File: src/rht_pkg.sv
// ============================================================================
// rht_pkg: shared types and constants of the HSV threshold
// Constants of the hue and saturation arithmetic, register indexes and the
// stage records of the pipeline.
// ============================================================================
package rht_pkg;

   // Register indexes of the configuration port.
   localparam logic [2:0] CSR_HUE_LOW  = 3'd0;
   localparam logic [2:0] CSR_HUE_HIGH = 3'd1;
   localparam logic [2:0] CSR_SAT_LOW  = 3'd2;
   localparam logic [2:0] CSR_SAT_HIGH = 3'd3;
   localparam logic [2:0] CSR_VAL_LOW  = 3'd4;
   localparam logic [2:0] CSR_VAL_HIGH = 3'd5;

   // Reset values of the bounds.
   localparam logic [7:0] HUE_LOW_RST  = 8'd70;
   localparam logic [7:0] HUE_HIGH_RST = 8'd106;
   localparam logic [7:0] SAT_LOW_RST  = 8'd150;
   localparam logic [7:0] SAT_HIGH_RST = 8'd255;
   localparam logic [7:0] VAL_LOW_RST  = 8'd150;
   localparam logic [7:0] VAL_HIGH_RST = 8'd255;

   // Arithmetic constants.
   localparam logic [7:0] HUE_STEP   = 8'd42;
   localparam logic [7:0] HUE_BASE_R = 8'd0;
   localparam logic [7:0] HUE_BASE_G = 8'd84;
   localparam logic [7:0] HUE_BASE_B = 8'd170;
   localparam logic [7:0] HUE_SCALE  = 8'd180;
   localparam logic [7:0] FULL_SCALE = 8'd255;

   // Number of register stages from input to the output register.
   localparam int unsigned STAGES     = 8;
   localparam int unsigned DIV_STAGES = 4;

   typedef enum logic [1:0] {
      SEL_RED,
      SEL_GREEN,
      SEL_BLUE
   } sel_type;

   typedef struct packed {
      logic [7:0] v;
      logic [7:0] span;
      sel_type    sel;
      logic       neg;
      logic [7:0] mag;
   } sort_type;

   typedef struct packed {
      logic [15:0] rem;
      logic [7:0]  quo;
   } div_part_type;

   typedef struct packed {
      logic [7:0]   v;
      logic [7:0]   span;
      sel_type      sel;
      logic         neg;
      div_part_type sat;
      div_part_type hue;
   } div_type;

   typedef struct packed {
      logic [7:0]  v;
      logic [7:0]  s;
      logic [15:0] hue_prod;
   } fin_type;

endpackage

File: src/rgb_to_hsv_range_threshold.sv
// ============================================================================
// rgb_to_hsv_range_threshold: RGB pixel to HSV in-range mask, 8-stage pipe.
// A req word passes the 8 register stages before its rsp word is offered.
// Throughput: one pixel word per cycle while the output is not stalled;
// each of the 8 register stages holds one.
// Reset: synchronous; empties every stage and reloads the six default bounds.
// ============================================================================
//
// Pipeline:
//   stage 1  channel max/min, winning channel and hue difference magnitude
//   stage 2  numerators 255*span and 42*|diff|
//   stage 3-6  two restoring division steps per stage for both quotients
//   stage 7  saturation select, hue base plus signed quotient, times 180
//   stage 8  divide by 255 (reciprocal form) and the six bound compares
// Every stage carries a valid bit. A stage loads when it is empty or when the
// stage after it moves, so bubbles close up behind a stalled output word.
module rgb_to_hsv_range_threshold (
   input  logic        clock,
   input  logic        reset,
   input  logic        req_tvalid,
   output logic        req_tready,
   input  logic [23:0] req_tdata,   // chan_r [7:0], chan_g [15:8], chan_b [23:16]
   output logic        rsp_tvalid,
   input  logic        rsp_tready,
   output logic [7:0]  rsp_tdata,   // mask [7:0]
   input  logic        csr_we,
   input  logic [2:0]  csr_index,
   input  logic [7:0]  csr_wdata
);

   // Bound registers.
   logic [7:0] hue_low_ff, hue_high_ff, sat_low_ff, sat_high_ff, val_low_ff, val_high_ff;

   // Stage valid bits and move enables.
   logic [rht_pkg::STAGES-1:0] vld_ff;
   logic [rht_pkg::STAGES-1:0] move;

   // Stage payloads.
   rht_pkg::sort_type st1_ff, st1_in;
   rht_pkg::div_type  st2_ff, st2_in;
   rht_pkg::div_type  dv_ff [rht_pkg::DIV_STAGES];
   rht_pkg::div_type  dv_in [rht_pkg::DIV_STAGES];
   rht_pkg::fin_type  st7_ff, st7_in;
   logic [7:0]        mask_ff, mask_in;

   // One restoring division step: subtract divisor << k when it fits.
   function automatic rht_pkg::div_part_type div_step(input rht_pkg::div_part_type x,
                                                      input logic [7:0] d,
                                                      input logic [2:0] k);
      logic [15:0]           trial;
      rht_pkg::div_part_type y;
      trial = 16'({8'd0, d} << k);
      y     = x;
      if (x.rem >= trial) begin
         y.rem    = x.rem - trial;
         y.quo[k] = 1'b1;
      end
      return y;
   endfunction

   // ---------------------------------------------------------------------------
   // Configuration writes. Indexes beyond the list are ignored.
   // ---------------------------------------------------------------------------
   always_ff @(posedge clock) begin
      if (reset) begin
         hue_low_ff  <= rht_pkg::HUE_LOW_RST;
         hue_high_ff <= rht_pkg::HUE_HIGH_RST;
         sat_low_ff  <= rht_pkg::SAT_LOW_RST;
         sat_high_ff <= rht_pkg::SAT_HIGH_RST;
         val_low_ff  <= rht_pkg::VAL_LOW_RST;
         val_high_ff <= rht_pkg::VAL_HIGH_RST;
      end else if (csr_we) begin
         unique case (csr_index)
            rht_pkg::CSR_HUE_LOW:  hue_low_ff  <= csr_wdata;
            rht_pkg::CSR_HUE_HIGH: hue_high_ff <= csr_wdata;
            rht_pkg::CSR_SAT_LOW:  sat_low_ff  <= csr_wdata;
            rht_pkg::CSR_SAT_HIGH: sat_high_ff <= csr_wdata;
            rht_pkg::CSR_VAL_LOW:  val_low_ff  <= csr_wdata;
            rht_pkg::CSR_VAL_HIGH: val_high_ff <= csr_wdata;
            default: ;
         endcase
      end
   end

   // ---------------------------------------------------------------------------
   // Flow control. The output stage moves when it is empty or its word is
   // taken; every earlier stage moves when it is empty or its successor moves.
   // ---------------------------------------------------------------------------
   always_comb begin
      move[rht_pkg::STAGES-1] = !vld_ff[rht_pkg::STAGES-1] || rsp_tready;
      for (int k = rht_pkg::STAGES - 2; k >= 0; k--) begin
         move[k] = !vld_ff[k] || move[k+1];
      end
   end

   assign req_tready = move[0];
   assign rsp_tvalid = vld_ff[rht_pkg::STAGES-1];
   assign rsp_tdata  = mask_ff;

   always_ff @(posedge clock) begin
      if (reset) begin
         vld_ff <= '0;
      end else begin
         if (move[0]) begin
            vld_ff[0] <= req_tvalid;
         end
         for (int k = 1; k < rht_pkg::STAGES; k++) begin
            if (move[k]) begin
               vld_ff[k] <= vld_ff[k-1];
            end
         end
      end
   end

   // ---------------------------------------------------------------------------
   // Stage 1: sort the channels. Ties go to red, then green, then blue. The
   // hue difference is kept as sign and magnitude for the unsigned divider.
   // ---------------------------------------------------------------------------
   always_comb begin
      logic [7:0] r, g, b, maxv, minv;
      logic [8:0] diff;
      r = req_tdata[7:0];
      g = req_tdata[15:8];
      b = req_tdata[23:16];
      maxv = (r >= g) ? ((r >= b) ? r : b) : ((g >= b) ? g : b);
      minv = (r <= g) ? ((r <= b) ? r : b) : ((g <= b) ? g : b);
      if (r >= g && r >= b) begin
         st1_in.sel = rht_pkg::SEL_RED;
         diff       = {1'b0, g} - {1'b0, b};
      end else if (g >= b) begin
         st1_in.sel = rht_pkg::SEL_GREEN;
         diff       = {1'b0, b} - {1'b0, r};
      end else begin
         st1_in.sel = rht_pkg::SEL_BLUE;
         diff       = {1'b0, r} - {1'b0, g};
      end
      st1_in.v    = maxv;
      st1_in.span = maxv - minv;
      st1_in.neg  = diff[8];
      st1_in.mag  = diff[8] ? 8'(9'd0 - diff) : diff[7:0];
   end

   // ---------------------------------------------------------------------------
   // Stage 2: numerators. 255*span is a shift and subtract.
   // ---------------------------------------------------------------------------
   always_comb begin
      st2_in.v        = st1_ff.v;
      st2_in.span     = st1_ff.span;
      st2_in.sel      = st1_ff.sel;
      st2_in.neg      = st1_ff.neg;
      st2_in.sat.rem  = {st1_ff.span, 8'd0} - 16'(st1_ff.span);
      st2_in.sat.quo  = '0;
      st2_in.hue.rem  = 16'(st1_ff.mag) * 16'(rht_pkg::HUE_STEP);
      st2_in.hue.quo  = '0;
   end

   // ---------------------------------------------------------------------------
   // Stages 3 to 6: both quotients fit in eight bits, two bits per stage,
   // most significant first. Saturation divides by max, hue by the span.
   // A zero divisor only occurs when the span is zero, which stage 7 masks.
   // ---------------------------------------------------------------------------
   always_comb begin
      for (int j = 0; j < rht_pkg::DIV_STAGES; j++) begin
         dv_in[j] = (j == 0) ? st2_ff : dv_ff[j-1];
         dv_in[j].sat = div_step(dv_in[j].sat, dv_in[j].v, 3'(7 - 2 * j));
         dv_in[j].sat = div_step(dv_in[j].sat, dv_in[j].v, 3'(6 - 2 * j));
         dv_in[j].hue = div_step(dv_in[j].hue, dv_in[j].span, 3'(7 - 2 * j));
         dv_in[j].hue = div_step(dv_in[j].hue, dv_in[j].span, 3'(6 - 2 * j));
      end
   end

   // ---------------------------------------------------------------------------
   // Stage 7: saturation is zero exactly when the span is zero, and then the
   // hue is zero too. Otherwise the raw hue wraps to eight bits and is
   // multiplied by 180 ahead of the division by 255.
   // ---------------------------------------------------------------------------
   always_comb begin
      rht_pkg::div_type d;
      logic [7:0]       base, off, raw;
      logic             zero;
      d    = dv_ff[rht_pkg::DIV_STAGES-1];
      zero = (d.span == 8'd0);
      case (d.sel)
         rht_pkg::SEL_RED:   base = rht_pkg::HUE_BASE_R;
         rht_pkg::SEL_GREEN: base = rht_pkg::HUE_BASE_G;
         rht_pkg::SEL_BLUE:  base = rht_pkg::HUE_BASE_B;
         default:            base = rht_pkg::HUE_BASE_R;
      endcase
      off = d.neg ? (8'd0 - d.hue.quo) : d.hue.quo;
      raw = zero ? 8'd0 : (base + off);
      st7_in.v        = d.v;
      st7_in.s        = zero ? 8'd0 : d.sat.quo;
      st7_in.hue_prod = 16'(raw) * 16'(rht_pkg::HUE_SCALE);
   end

   // ---------------------------------------------------------------------------
   // Stage 8: floor(p / 255) = (p + (p >> 8) + 1) >> 8 for p below 65280,
   // then the inclusive bound checks.
   // ---------------------------------------------------------------------------
   always_comb begin
      logic [16:0] sum;
      logic [7:0]  h;
      logic        hit;
      sum = 17'(st7_ff.hue_prod) + 17'(st7_ff.hue_prod[15:8]) + 17'd1;
      h   = sum[15:8];
      hit = (h >= hue_low_ff) && (h <= hue_high_ff) &&
            (st7_ff.s >= sat_low_ff) && (st7_ff.s <= sat_high_ff) &&
            (st7_ff.v >= val_low_ff) && (st7_ff.v <= val_high_ff);
      mask_in = hit ? rht_pkg::FULL_SCALE : 8'd0;
   end

   // Payload registers need no reset; each loads when its stage moves.
   always_ff @(posedge clock) begin
      if (move[0]) begin
         st1_ff <= st1_in;
      end
      if (move[1]) begin
         st2_ff <= st2_in;
      end
      for (int j = 0; j < rht_pkg::DIV_STAGES; j++) begin
         if (move[j+2]) begin
            dv_ff[j] <= dv_in[j];
         end
      end
      if (move[rht_pkg::STAGES-2]) begin
         st7_ff <= st7_in;
      end
      if (move[rht_pkg::STAGES-1]) begin
         mask_ff <= mask_in;
      end
   end

endmodule

File: config.mk
export PLATFORM = sky130hd
export DESIGN_NAME = rgb_to_hsv_range_threshold
export DESIGN_NICKNAME = d
export VERILOG_FILES = /design/src/rht_pkg.sv /design/src/rgb_to_hsv_range_threshold.sv
export SDC_FILE = /design/constraint.sdc
export NUM_CORES = 1
export LEC_CHECK = 0
export BUFFER_PORTS_ARGS = -buffer_cell sky130_fd_sc_hd__buf_4
export CAP_MARGIN = 5
export CORE_MARGIN = 1.5
export CORE_UTILIZATION = 37
export CTS_BUF_LIST = sky130_fd_sc_hd__clkbuf_2
export DETAILED_ROUTE_END_ITERATION = 8
export GPL_TIMING_DRIVEN = 0
export SLEW_MARGIN = 15
export SYNTH_ARGS = -nofsm -noshare
export SYNTH_HDL_FRONTEND = slang
export SYNTH_SLANG_ARGS = --single-unit
File: constraint.sdc
create_clock -name clock -period 12.9 [get_ports clock]
set_clock_uncertainty 0.05 [all_clocks]
set_input_delay 0.645 -clock clock [delete_from_list [all_inputs] [get_ports clock]]
set_output_delay 0.645 -clock clock [all_outputs]
set_load 0.05 [all_outputs]
* Word-level counts from Yosys, hierarchy flattened
Memories as Yosys holds them, arrays and structs flattened. Cells that the tools add are included.
Storage, ports and cells: input bits 40, output and inout bits 10, register bits after elaboration 169, memories kept 1, memory bits (writable) 268
Operators by class: add/subtract/negate cells 26, multiplexer cells 52, equality and inequality tests 7, magnitude comparators 28, multipliers 2, reduce and logical (&&, ||, !) cells 30
Memory list:
- dv_ff | depth 4, width 67, rd ports 4, clocked after memory_dff 0, write ports 4, line rgb_to_hsv_range_threshold.sv:41 | rht_pkg::div_type dv_ff [rht_pkg::DIV_STAGES];
Operator list (count):
- $mux W16 | 14
- $mux W8 | 10
- $ge A8 B8 Y1 | 6
- $le A8 B8 Y1 | 6
- $sub A16 B8 Y16 | 3
- $mux W17 | 2
- $ge A16 B10 Y1 | 2
- $ge A16 B11 Y1 | 2
- $ge A16 B12 Y1 | 2
- $ge A16 B13 Y1 | 2
- $ge A16 B14 Y1 | 2
- $ge A16 B8 Y1 | 2
- $ge A16 B9 Y1 | 2
- $sub A16 B10 Y16 | 2
- $sub A16 B11 Y16 | 2
- $sub A16 B12 Y16 | 2
- $sub A16 B13 Y16 | 2
- $sub A16 B14 Y16 | 2
- $sub A16 B9 Y16 | 2
- $sub A8 B8 Y9 | 3
- $mux W1 | 22
- $mux W9 | 2
- $add A16 B1 Y16 const B | 1
- $add A16 B8 Y16 | 1
- 22 further kinds | 49

* Logic depth before layout (Yosys ltp)
Gate-level depths: netlist (run 1).
depth in word-level cells 9, depth in mapped cells 26

* Worst setup path after synthesis (run 1)
OpenSTA, ideal clock, no wires.
path type register to register, start mem dv_ff[3][0] (netlist bit), end reg st7_ff[14] (netlist bit) (data pin), buffers on the path 0, path slack 7726 ps, required time 12592 ps, arrival time 4866 ps, cell stages (with the launch flop) 27, path through edfxtp_1 inv_1 ha_1 nand2b_1 xnor2_1 ha_1 a21o_1 a21oi_1 nor2_1 o21ai_0 nand2b_1 xnor2_1 a21oi_1 ha_1 inv_1 fa_1 fa_1 inv_1 ha_1 nor2b_1 o21ai_0 a21boi_0 o21ai_0 nand2b_1 a21o_1 a21oi_1 xnor2_1
RTL lines:
- start: declaration | line rgb_to_hsv_range_threshold.sv:41
- end signal: assignment | line rgb_to_hsv_range_threshold.sv:226 | st7_ff <= st7_in;
- end: declaration | line rgb_to_hsv_range_threshold.sv:43 | rht_pkg::fin_type st7_ff, st7_in;

==> results.sh, run 1 <==
export IMPL_synth_top_area_share=0.375
export IMPL_rr_worst_depth=20
export IMPL_ys_seq_area_frac=0.420
export IMPL_routedWlPerCell_um=15.3
export IMPL_antenna_found_initial=2
export IMPL_start_util=0.376
export IMPL_dieArea_um2=68900
export IMPL_syn_to_final_growth_pct=11.9
export IMPL_fmaxAchievable_ghz=0.169
export IMPL_finalNonFillerCells=3582
export IMPL_synth_area_um2=24900
export IMPL_fillerInstances=6301
export IMPL_cts_buffer_depth=3
export IMPL_critPathArrivalTime_ns=6.65
export IMPL_rr_startpoint="dv_ff[0][60]$_DFFE_PP_"
export IMPL_min_path_type="input pin to register"
export IMPL_final_util=0.421
export IMPL_cts_buffers=97
export IMPL_hold_start="req_tdata[9]"
export IMPL_slew_violations=0
export IMPL_ant_nets=0
export IMPL_grt_max_degree=55
export IMPL_h_tree_depth=3
export IMPL_die_h_um=263
export IMPL_grt_overflow_total=0
export IMPL_hpwlAfterDp_mm=42.8
export IMPL_ys_warn_count=0
export IMPL_rsz0062_at_grt="no"
export IMPL_cts_tree="done"
export IMPL_rows=94
export IMPL_path_max_fanout=10
export IMPL_worst_setup_path_start_kind="register"
export IMPL_design_core_area_um2=66200
export IMPL_synth_cells=2436
export IMPL_yosys_top_cells_area="edfxtp_1, ha_1, dfxtp_1"
export IMPL_final_cell_mix="edfxtp_1, ha_1, inv_1"
export IMPL_syn_num_nets=2778
export IMPL_slew_headroom=0.273
export IMPL_pin_count=50
export IMPL_grt_pass1_vias=19048
export IMPL_cp_end_kind="register"
export IMPL_rrSetupSlack_ns=6.98
export IMPL_grt_first_pass_wirelength_mm=90.4
export IMPL_yosysTopAreaCell="edfxtp_1"
export IMPL_required_ns=13.63
export IMPL_layout_nets=2976
export IMPL_drt_pass1_iter_count=6
export IMPL_root_buffer="clkbuf_2"
export IMPL_path_clk_slew_ns=0.11
export IMPL_drt_iter0_markers=932
export IMPL_vias_per_cell=5.19
export IMPL_tightest_slew_ns=1.08
export IMPL_setup_viol=0
export IMPL_cts_resized=0
export IMPL_dpl_cell_count=3354
export IMPL_min_path_cells=3
export IMPL_cts_sinks=367
export IMPL_final_common_cell="edfxtp_1"
export IMPL_synth_edf_count=311
export IMPL_r2r_end="dv_ff[1][43]$_DFFE_PP_"
export IMPL_synthFlopType="edfxtp_1"
export IMPL_drc=0
export IMPL_fin_crit_ns=5.92
export IMPL_port_buffer_count=48
export IMPL_netlist_cell_type_count=89
export IMPL_status="completed"
export IMPL_grt_usage=0.157
export IMPL_period_share=0.459
export IMPL_ys_async_sr_fraction=0
export IMPL_yosys_register_bits=367
export IMPL_clk_latency_ns=1.11
export IMPL_tns_ns=0
export IMPL_path_class="register to register"
export IMPL_routed_wl_mm=54.8
export IMPL_finalHoldViolCount=0
export IMPL_drive_gt1_frac=0.119
export IMPL_fp_dieW_um=263
export IMPL_syn_avg_cell_area_um2=10.2
export IMPL_cap_violations=0
export IMPL_min_to="st1_ff[20]$_DFFE_PP_"
export IMPL_crit_start="dv_ff[0][60]$_DFFE_PP_"
export IMPL_gp_congestion=0.907
export IMPL_dr_total_vias=18597
==> worst max-delay path, cell delays in order (launching register included) <==
cell and delay (ns):
edfxtp_1 0.46, inv_1 0.15, ha_1 0.26, nor2b_1 0.13, o21ai_0 0.34, a31oi_1 0.25
o21ai_0 0.34, nand2_1 0.23, buf_1 0.32, o21ai_0 0.42, fa_1 0.30, nor2b_1 0.06
o21ai_0 0.20, a21boi_0 0.16, o21ai_0 0.29, a21oi_1 0.19, a2111oi_2 0.51, and4_1 0.27
clkbuf_1 0.30, inv_2 0.18, mux2_2 0.30
==> per-stage QoR <==
stage / hold WS [ns] / setup WS, ns / instance area [um^2]
finish: 0.171 / 6.98 / 27900
global route: 0.0584 / 6.41 / 27900
CTS: 0.0145 / 6.91 / 27900
detailed placement: 0.355 / 6.93 / 26500
global placement: 0.351 / 6.83 / 26400
floorplan: 0.350 / 7.73 / 24900
==> synthesized netlist by cell type (6+ instances only) <==
| library cell | n |
|---|---|
| fa_1 | 30 |
| a31oi_1 | 13 |
| o21a_1 | 36 |
| nor2_1 | 176 |
| dfxtp_1 | 56 |
| nand2b_1 | 32 |
| and3_1 | 13 |
| a21oi_1 | 152 |
| and2_1 | 19 |
| a31o_2 | 7 |
| nor4_1 | 21 |
| a221oi_1 | 11 |
| nand3_1 | 26 |
| clkbuf_1 | 23 |
| a21o_1 | 66 |
| buf_4 | 7 |
| o31a_1 | 12 |
| mux2_4 | 6 |
| edfxtp_1 | 311 |
| or2_2 | 10 |
| ha_1 | 272 |
| xnor2_1 | 89 |
| o31ai_1 | 12 |
| o21ai_0 | 131 |
| xor2_1 | 46 |
| nor2b_1 | 49 |
| o22ai_1 | 10 |
| a21boi_0 | 19 |
| nand2_1 | 172 |
| or4_1 | 8 |
| or3_1 | 15 |
| a211oi_1 | 20 |
| o21bai_1 | 13 |
| nor3_1 | 42 |
| a211o_1 | 12 |
| o211ai_1 | 9 |
| inv_1 | 262 |
| nand3b_1 | 27 |
| mux2_2 | 58 |
| mux2i_1 | 35 |
| nand4_1 | 31 |
==> layer usage <==
| layer | GRT usage | routed length (um) | vias to the layer above |
|---|---|---|---|
| met5 | 0 | 0 | - |
| met4 | 0.0743 | 1930 | 0 |
| met3 | 0.0284 | 2260 | 145 |
| met2 | 0.283 | 27000 | 409 |
| met1 | 0.180 | 23700 | 8712 |
| li1 | - | - | 9331 |
==> cells by family (layout without fill, tap and decap cells) <==
logic type | count (synthesis) | after routing | synth area share
AO/OA/AOI/OAI | 567 | 567 | 0.148
flip-flops | 367 | 367 | 0.420
other | 0 | 4 | 0
AND/OR/NAND/NOR | 666 | 666 | 0.134
multiplexers | 99 | 99 | 0.0439
adder cells (fa/ha/maj) | 302 | 302 | 0.161
buffers and inverters | 300 | 578 | 0.0469
XOR/XNOR | 135 | 135 | 0.0474
==> registers in the layout (all words and copies together) (netlist names) <==
register	count
val_high_ff	8
rsp_tdata	1
dv_in	19
st2_ff	28
st1_ff	27
sat_low_ff	8
sat_high_ff	8
st7_ff	30
hue_low_ff	8
vld_ff	8
val_low_ff	8
dv_ff	206
hue_high_ff	8
==> worst max path at each step <==
stage | endpoint | slack, ns | cells past startpoint
after floorplan | st7_ff[14]$_DFFE_PP_ | 7.73 | 26
after global placement | req_tready | 6.83 | 8
after detailed placement | dv_ff[1][40]$_DFFE_PP_ | 6.93 | 20
after CTS | dv_ff[1][42]$_DFFE_PP_ | 6.91 | 20
after global routing | dv_ff[1][43]$_DFFE_PP_ | 6.41 | 20
final | dv_ff[1][43]$_DFFE_PP_ | 6.98 | 20
==> area by class of cell <==
class,count,area [um^2],area share
tap,864,1080,0.0388
clock inverter,45,263,0.00942
clock buffer,134,671,0.0241
timing repair buffer,99,916,0.0328
inverter,265,995,0.0357
sequential,367,10500,0.375
antenna,4,10.0,0.000359
buffer,35,174,0.00624
multi-input combinational,1769,13300,0.478
==> timing repair <==
action,4_1_cts,5_1_grt
endpoints found under the hold margin,64,0
hold buffers,45,0
buffers inserted,0,0
Power of run 1 is left out: the tool's default activity adds up to more than one toggle a clock period on the data nets, which glitch-free logic cannot reach.
==> run 2, diff against run 1 <==
Clock period 12.9 ns to 5.6 ns, I/O delays scaled along.
==> results.sh, run 2 (same netlist as run 1, synthesis figures left out) <==
export IMPL_rr_worst_depth=26
export IMPL_slew_violations=0
export IMPL_dr_total_vias=18775
export IMPL_path_max_fanout=10
export IMPL_cp_endpoint="st1_ff[15]$_DFFE_PP_"
export IMPL_drt_iter0_markers=929
export IMPL_fin_crit_ns=5.50
export IMPL_grt_max_degree=55
export IMPL_grt_util_met2=0.288
export IMPL_critPathArrivalTime_ns=6.25
export IMPL_slowest_delay_ns=0.63
export IMPL_vias_per_cell=5.18
export IMPL_hpwlAfterDp_mm=42.8
export IMPL_layout_nets=3017
export IMPL_finalNonFillerCells=3624
export IMPL_hold_start="req_tdata[19]"
export IMPL_syn_to_final_growth_pct=14.0
export IMPL_final_cell_mix="edfxtp_1, ha_1, inv_1"
export IMPL_grt_first_pass_wirelength_mm=91.3
export IMPL_min_path_type="input pin to register"
export IMPL_grt_usage=0.159
export IMPL_gr_usage_met3=0.0287
export IMPL_slew_headroom=0.140
export IMPL_start_util=0.376
export IMPL_tightest_slew_ns=1.28
export IMPL_setup_viol=0
export IMPL_design_core_area_um2=66200
export IMPL_h_tree_depth=3
export IMPL_ant_nets=0
export IMPL_rows=94
export IMPL_cpMostUsedCell="dlygate4sd3_1"
export IMPL_cap_violations=0
export IMPL_grt_pass1_vias=19270
export IMPL_routed_wl_mm=55.5
export IMPL_holdWs_ns=0.195
export IMPL_fmaxAchievable_ghz=0.182
export IMPL_fillerInstances=6270
export IMPL_rrSetupSlack_ns=0.30
export IMPL_dpl_cell_count=3354
export IMPL_dieArea_um2=68900
export IMPL_rr_startpoint="dv_ff[3][0]$_DFFE_PP_"
export IMPL_final_common_cell="edfxtp_1"
export IMPL_gr_usage_met1=0.181
export IMPL_cts_buffer_depth=3
export IMPL_regMostFlops="dv_ff"
export IMPL_routedWlPerCell_um=15.3
export IMPL_gp_congestion=0.907
export IMPL_grt_busiest_layer="met2"
export IMPL_path_class="input pin to register"
export IMPL_crit_start="req_tdata[5]"
export IMPL_cts_tree="done"
export IMPL_required_ns=6.36
export IMPL_root_buffer="clkbuf_2"
export IMPL_cts_sinks=367
export IMPL_fp_dieW_um=263
export IMPL_grt_overflow_total=0
export IMPL_drive_gt1_frac=0.128
export IMPL_finalHoldViolCount=0
export IMPL_period_share=0.982
export IMPL_cp_end_kind="register"
export IMPL_worst_setup_path_start_kind="input pin"
export IMPL_port_buffer_count=48
export IMPL_status="completed"
export IMPL_cts_buffers=97
export IMPL_clk_latency_ns=1.12
export IMPL_antenna_found_initial=3
export IMPL_cp_cell_sequence="dlygate4sd3_1, buf_4, ha_1, and2_1, a221oi_1, o21a_1, a22o_1, clkbuf_1, clkbuf_2, o22ai_1, dlygate4sd3_1, a21oi_1, dlygate4sd3_1, inv_1, fa_1, nor2b_1, o21ai_0, nand2b_1, xor2_1, dlygate4sd3_1"
export IMPL_drc=0
export IMPL_largest_register_ffs=206
export IMPL_multi_input_area_um2=13400
export IMPL_reg_largest_list="dv_ff (206), st7_ff (30), st2_ff (28)"
export IMPL_regArea_um2=10500
export IMPL_drt_pass1_iter_count=5
export IMPL_pin_count=50
export IMPL_r2r_end="st7_ff[14]$_DFFE_PP_"
export IMPL_path_clk_slew_ns=0.10
export IMPL_crit_path_top_delay_cell="dlygate4sd3_1"
export IMPL_die_h_um=263
## run 2: cell types whose count changed in the layout (fill, tap and decap cells not counted), sizes merged
cell | previous run | this run
diode | 4 | 5
dlygate4sd3 | 45 | 81
buf | 66 | 73
clkbuf | 157 | 155
## run 2: how the worst min path moves through the flow
| stage | depth (start not counted) | slack [ns] | end |
|---|---|---|---|
| 2_1_floorplan | 1 | 0.35 | hue_low_ff[1]$_SDFFE_PP1P_ |
| 3_3_place_gp | 0 | 0.35 | dv_in[262]$_DFFE_PP_ |
| 3_5_place_dp | 0 | 0.35 | dv_ff[1][50]$_DFFE_PP_ |
| 4_1_cts | 6 | 0.05 | st1_ff[3]$_DFFE_PP_ |
| 5_1_grt | 6 | 0.12 | st1_ff[2]$_DFFE_PP_ |
| 6_report | 6 | 0.20 | st1_ff[3]$_DFFE_PP_ |
## run 2: per-stage QoR
stage	instance area (um^2)	setup TNS, ns	util	setup WS [ns]
final	28400	0	0.429	0.101
after global routing	28400	-0.0664	0.429	-0.0534
after CTS	28300	0	0.427	0.0115
after detailed placement	26500	-3.37	0.400	-0.375
after global placement	26400	-1.61	0.398	-0.239
after floorplan	24900	0	-	0.426
## run 2: repair_timing
item	in CTS	in global routing
setup endpoints to repair	17	48
endpoints found under the hold margin	80	0
gates resized for setup	7	24
cloned	0	0
hold buffers	81	0
pin swaps	2	9
buffers inserted	1	7
## run 2: final cells by class
cell class,instances,share of cell area
clock buffers,134,0.0236
clock inverters,45,0.00925
flip-flops and latches,367,0.368
diodes,5,0.000440
repair buffers,143,0.0470
inverters,265,0.0350
plain buffers,32,0.00581
well taps,864,0.0380
multi-input cells,1769,0.473
## run 2: critical path: cells and delay by family
family                     cells  cell delay, ns
AOI/OAI and AO/OA              6            1.34
adders and majority gates      2            0.84
xor gates and xnor gates       1            0.07
buffers and inverters          8            3.29
and+or+nand+nor                3            0.43
## run 2: per-layer routing
layer / share of wire / vias to the layer above / wire [um]
met5: 0 / - / 0
met4: 0.033 / 0 / 1830
met3: 0.041 / 141 / 2270
met2: 0.50 / 402 / 27600
met1: 0.43 / 8819 / 23800
li1: - / 9413 / -
Power of run 2 is left out for the same reason.
==> run 3, diff against run 2 <==
Settings changed: CORE_MARGIN 1.5 to default.
Clock period 5.6 ns to 6.7 ns, I/O delays scaled along.
==> results.sh, run 3 (same netlist as run 1, synthesis figures left out) <==
export IMPL_cts_buffer_depth=3
export IMPL_drt_iter0_markers=917
export IMPL_cts_sinks=367
export IMPL_cts_buffers=98
export IMPL_drive_gt1_frac=0.118
export IMPL_required_ns=7.44
export IMPL_slew_headroom=0.329
export IMPL_root_buffer="clkbuf_2"
export IMPL_path_clk_slew_ns=0.10
export IMPL_cap_violations=0
export IMPL_grt_overflow_total=0
export IMPL_regMostFlops="dv_ff"
export IMPL_finalHoldViolCount=0
export IMPL_path_max_fanout=10
export IMPL_cp_end_kind="register"
export IMPL_ant_nets=0
export IMPL_h_tree_depth=3
export IMPL_dieArea_um2=68400
export IMPL_period_share=0.890
export IMPL_min_path_type="input pin to register"
export IMPL_grt_first_pass_wirelength_mm=90.9
export IMPL_tightest_slew_ns=1.01
export IMPL_layout_nets=3010
export IMPL_rsz0062_at_grt="no"
export IMPL_largest_register_ffs=206
export IMPL_routed_wl_mm=55.0
export IMPL_post_cts_buffers=0
export IMPL_antenna_found_initial=1
export IMPL_crit_path_top_delay_cell="a2111oi_2"
export IMPL_gp_congestion=0.909
export IMPL_fillerInstances=6335
export IMPL_status="completed"
export IMPL_rr_startpoint="dv_ff[0][60]$_DFFE_PP_"
export IMPL_crit_start="dv_ff[0][60]$_DFFE_PP_"
export IMPL_hpwlAfterDp_mm=43.2
export IMPL_start_util=0.376
export IMPL_vias_per_cell=5.17
export IMPL_rows=94
export IMPL_drt_pass1_iter_count=7
export IMPL_grt_max_degree=55
export IMPL_cp_cell_sequence="inv_1, ha_1, nor2b_1, o21ai_0, a31oi_1, o21ai_0, nand2_1, buf_1, o21ai_0, fa_1, nor2b_1, o21ai_0, a21boi_0, o21ai_0, a21oi_1, a2111oi_2, and4_1, clkbuf_1, inv_2, mux2_2"
export IMPL_grt_usage=0.162
export IMPL_hold_start="req_tdata[20]"
export IMPL_slowest_delay_ns=0.50
export IMPL_setup_viol=0
export IMPL_final_cell_mix="edfxtp_1, ha_1, inv_1"
export IMPL_drc=0
export IMPL_cts_tree="done"
export IMPL_routedWlPerCell_um=15.2
export IMPL_cp_top_family="compound AO/OA/AOI/OAI gates"
export IMPL_worst_setup_path_start_kind="register"
export IMPL_die_h_um=262
export IMPL_critPathBufInv=4
export IMPL_port_buffer_count=48
export IMPL_pin_count=50
export IMPL_critPathArrivalTime_ns=6.71
export IMPL_fin_crit_ns=5.97
export IMPL_grt_pass1_vias=19208
export IMPL_slew_violations=0
export IMPL_cpMostUsedCell="o21ai_0"
export IMPL_dr_total_vias=18687
export IMPL_cts_resized=0
export IMPL_fmaxAchievable_ghz=0.168
export IMPL_reg_largest_list="dv_ff (206), st7_ff (30), st2_ff (28)"
export IMPL_fp_dieW_um=262
export IMPL_syn_to_final_growth_pct=13.9
export IMPL_path_class="register to register"
export IMPL_design_core_area_um2=66200
export IMPL_final_common_cell="edfxtp_1"
export IMPL_clk_latency_ns=1.09
export IMPL_tns_ns=0
run 3: path summary, 6_finish.rpt:
path | endpoint | slack (ns) | cells after the start
hold reg to reg | dv_ff[3][27]$_DFFE_PP_ | 0.30 | 0
hold / removal | st1_ff[15]$_DFFE_PP_ | 0.14 | 6
setup / recovery | dv_ff[1][43]$_DFFE_PP_ | 0.73 | 20
setup reg to reg | dv_ff[1][43]$_DFFE_PP_ | 0.73 | 20
run 3: area by class of cell:
class                           instances  area [um^2]  share of cell area
Clock inverter                         53          463              0.0163
Timing Repair Buffer                  132         1240              0.0438
Multi-Input combinational cell       1769        13300               0.469
Tap cell                              864         1080              0.0381
Clock buffer                          131          656              0.0231
Antenna cell                            1         2.50           0.0000881
Buffer                                 35          174             0.00613
Sequential cell                       367        10500               0.368
Inverter                              265          995              0.0350
run 3: timing repair:
action                                  in CTS  in global routing
hold buffers                                78                  0
hold endpoints to repair                    78                  0
endpoints found under the setup margin       0                  0
run 3: per-layer routing:
layer | vias up | routed length [um] | GRT usage
met2 | 387 | 27800 | 0.297
met3 | 113 | 1900 | 0.0256
met4 | 0 | 1570 | 0.0694
met5 | - | 0 | 0
met1 | 8791 | 23700 | 0.187
li1 | 9396 | - | -
run 3: through the flow:
stage          utilization  worst slack [ns]  hold WS (ns)  instances  instance area (um^2)
3_3_place_gp         0.398             0.821         0.351       3348                 26400
4_1_cts              0.429             0.683       0.00264       3616                 28400
6_report             0.429             0.734         0.142       3617                 28400
3_5_place_dp         0.400             0.655         0.355       3354                 26500
2_1_floorplan            -              1.53         0.350       2436                 24900
5_1_grt              0.429             0.261         0.113       3617                 28400
run 3: worst reg2reg max path: stages, from the launching register on:
cell and delay (ns):
edfxtp_1 0.43, inv_1 0.15, ha_1 0.26, nor2b_1 0.13, o21ai_0 0.32, a31oi_1 0.24, o21ai_0 0.35, nand2_1 0.23
buf_1 0.31, o21ai_0 0.44, fa_1 0.31, nor2b_1 0.06, o21ai_0 0.28, a21boi_0 0.18, o21ai_0 0.26, a21oi_1 0.17
a2111oi_2 0.50, and4_1 0.26, clkbuf_1 0.32, inv_2 0.18, mux2_2 0.32
Power of run 3 is left out for the same reason.
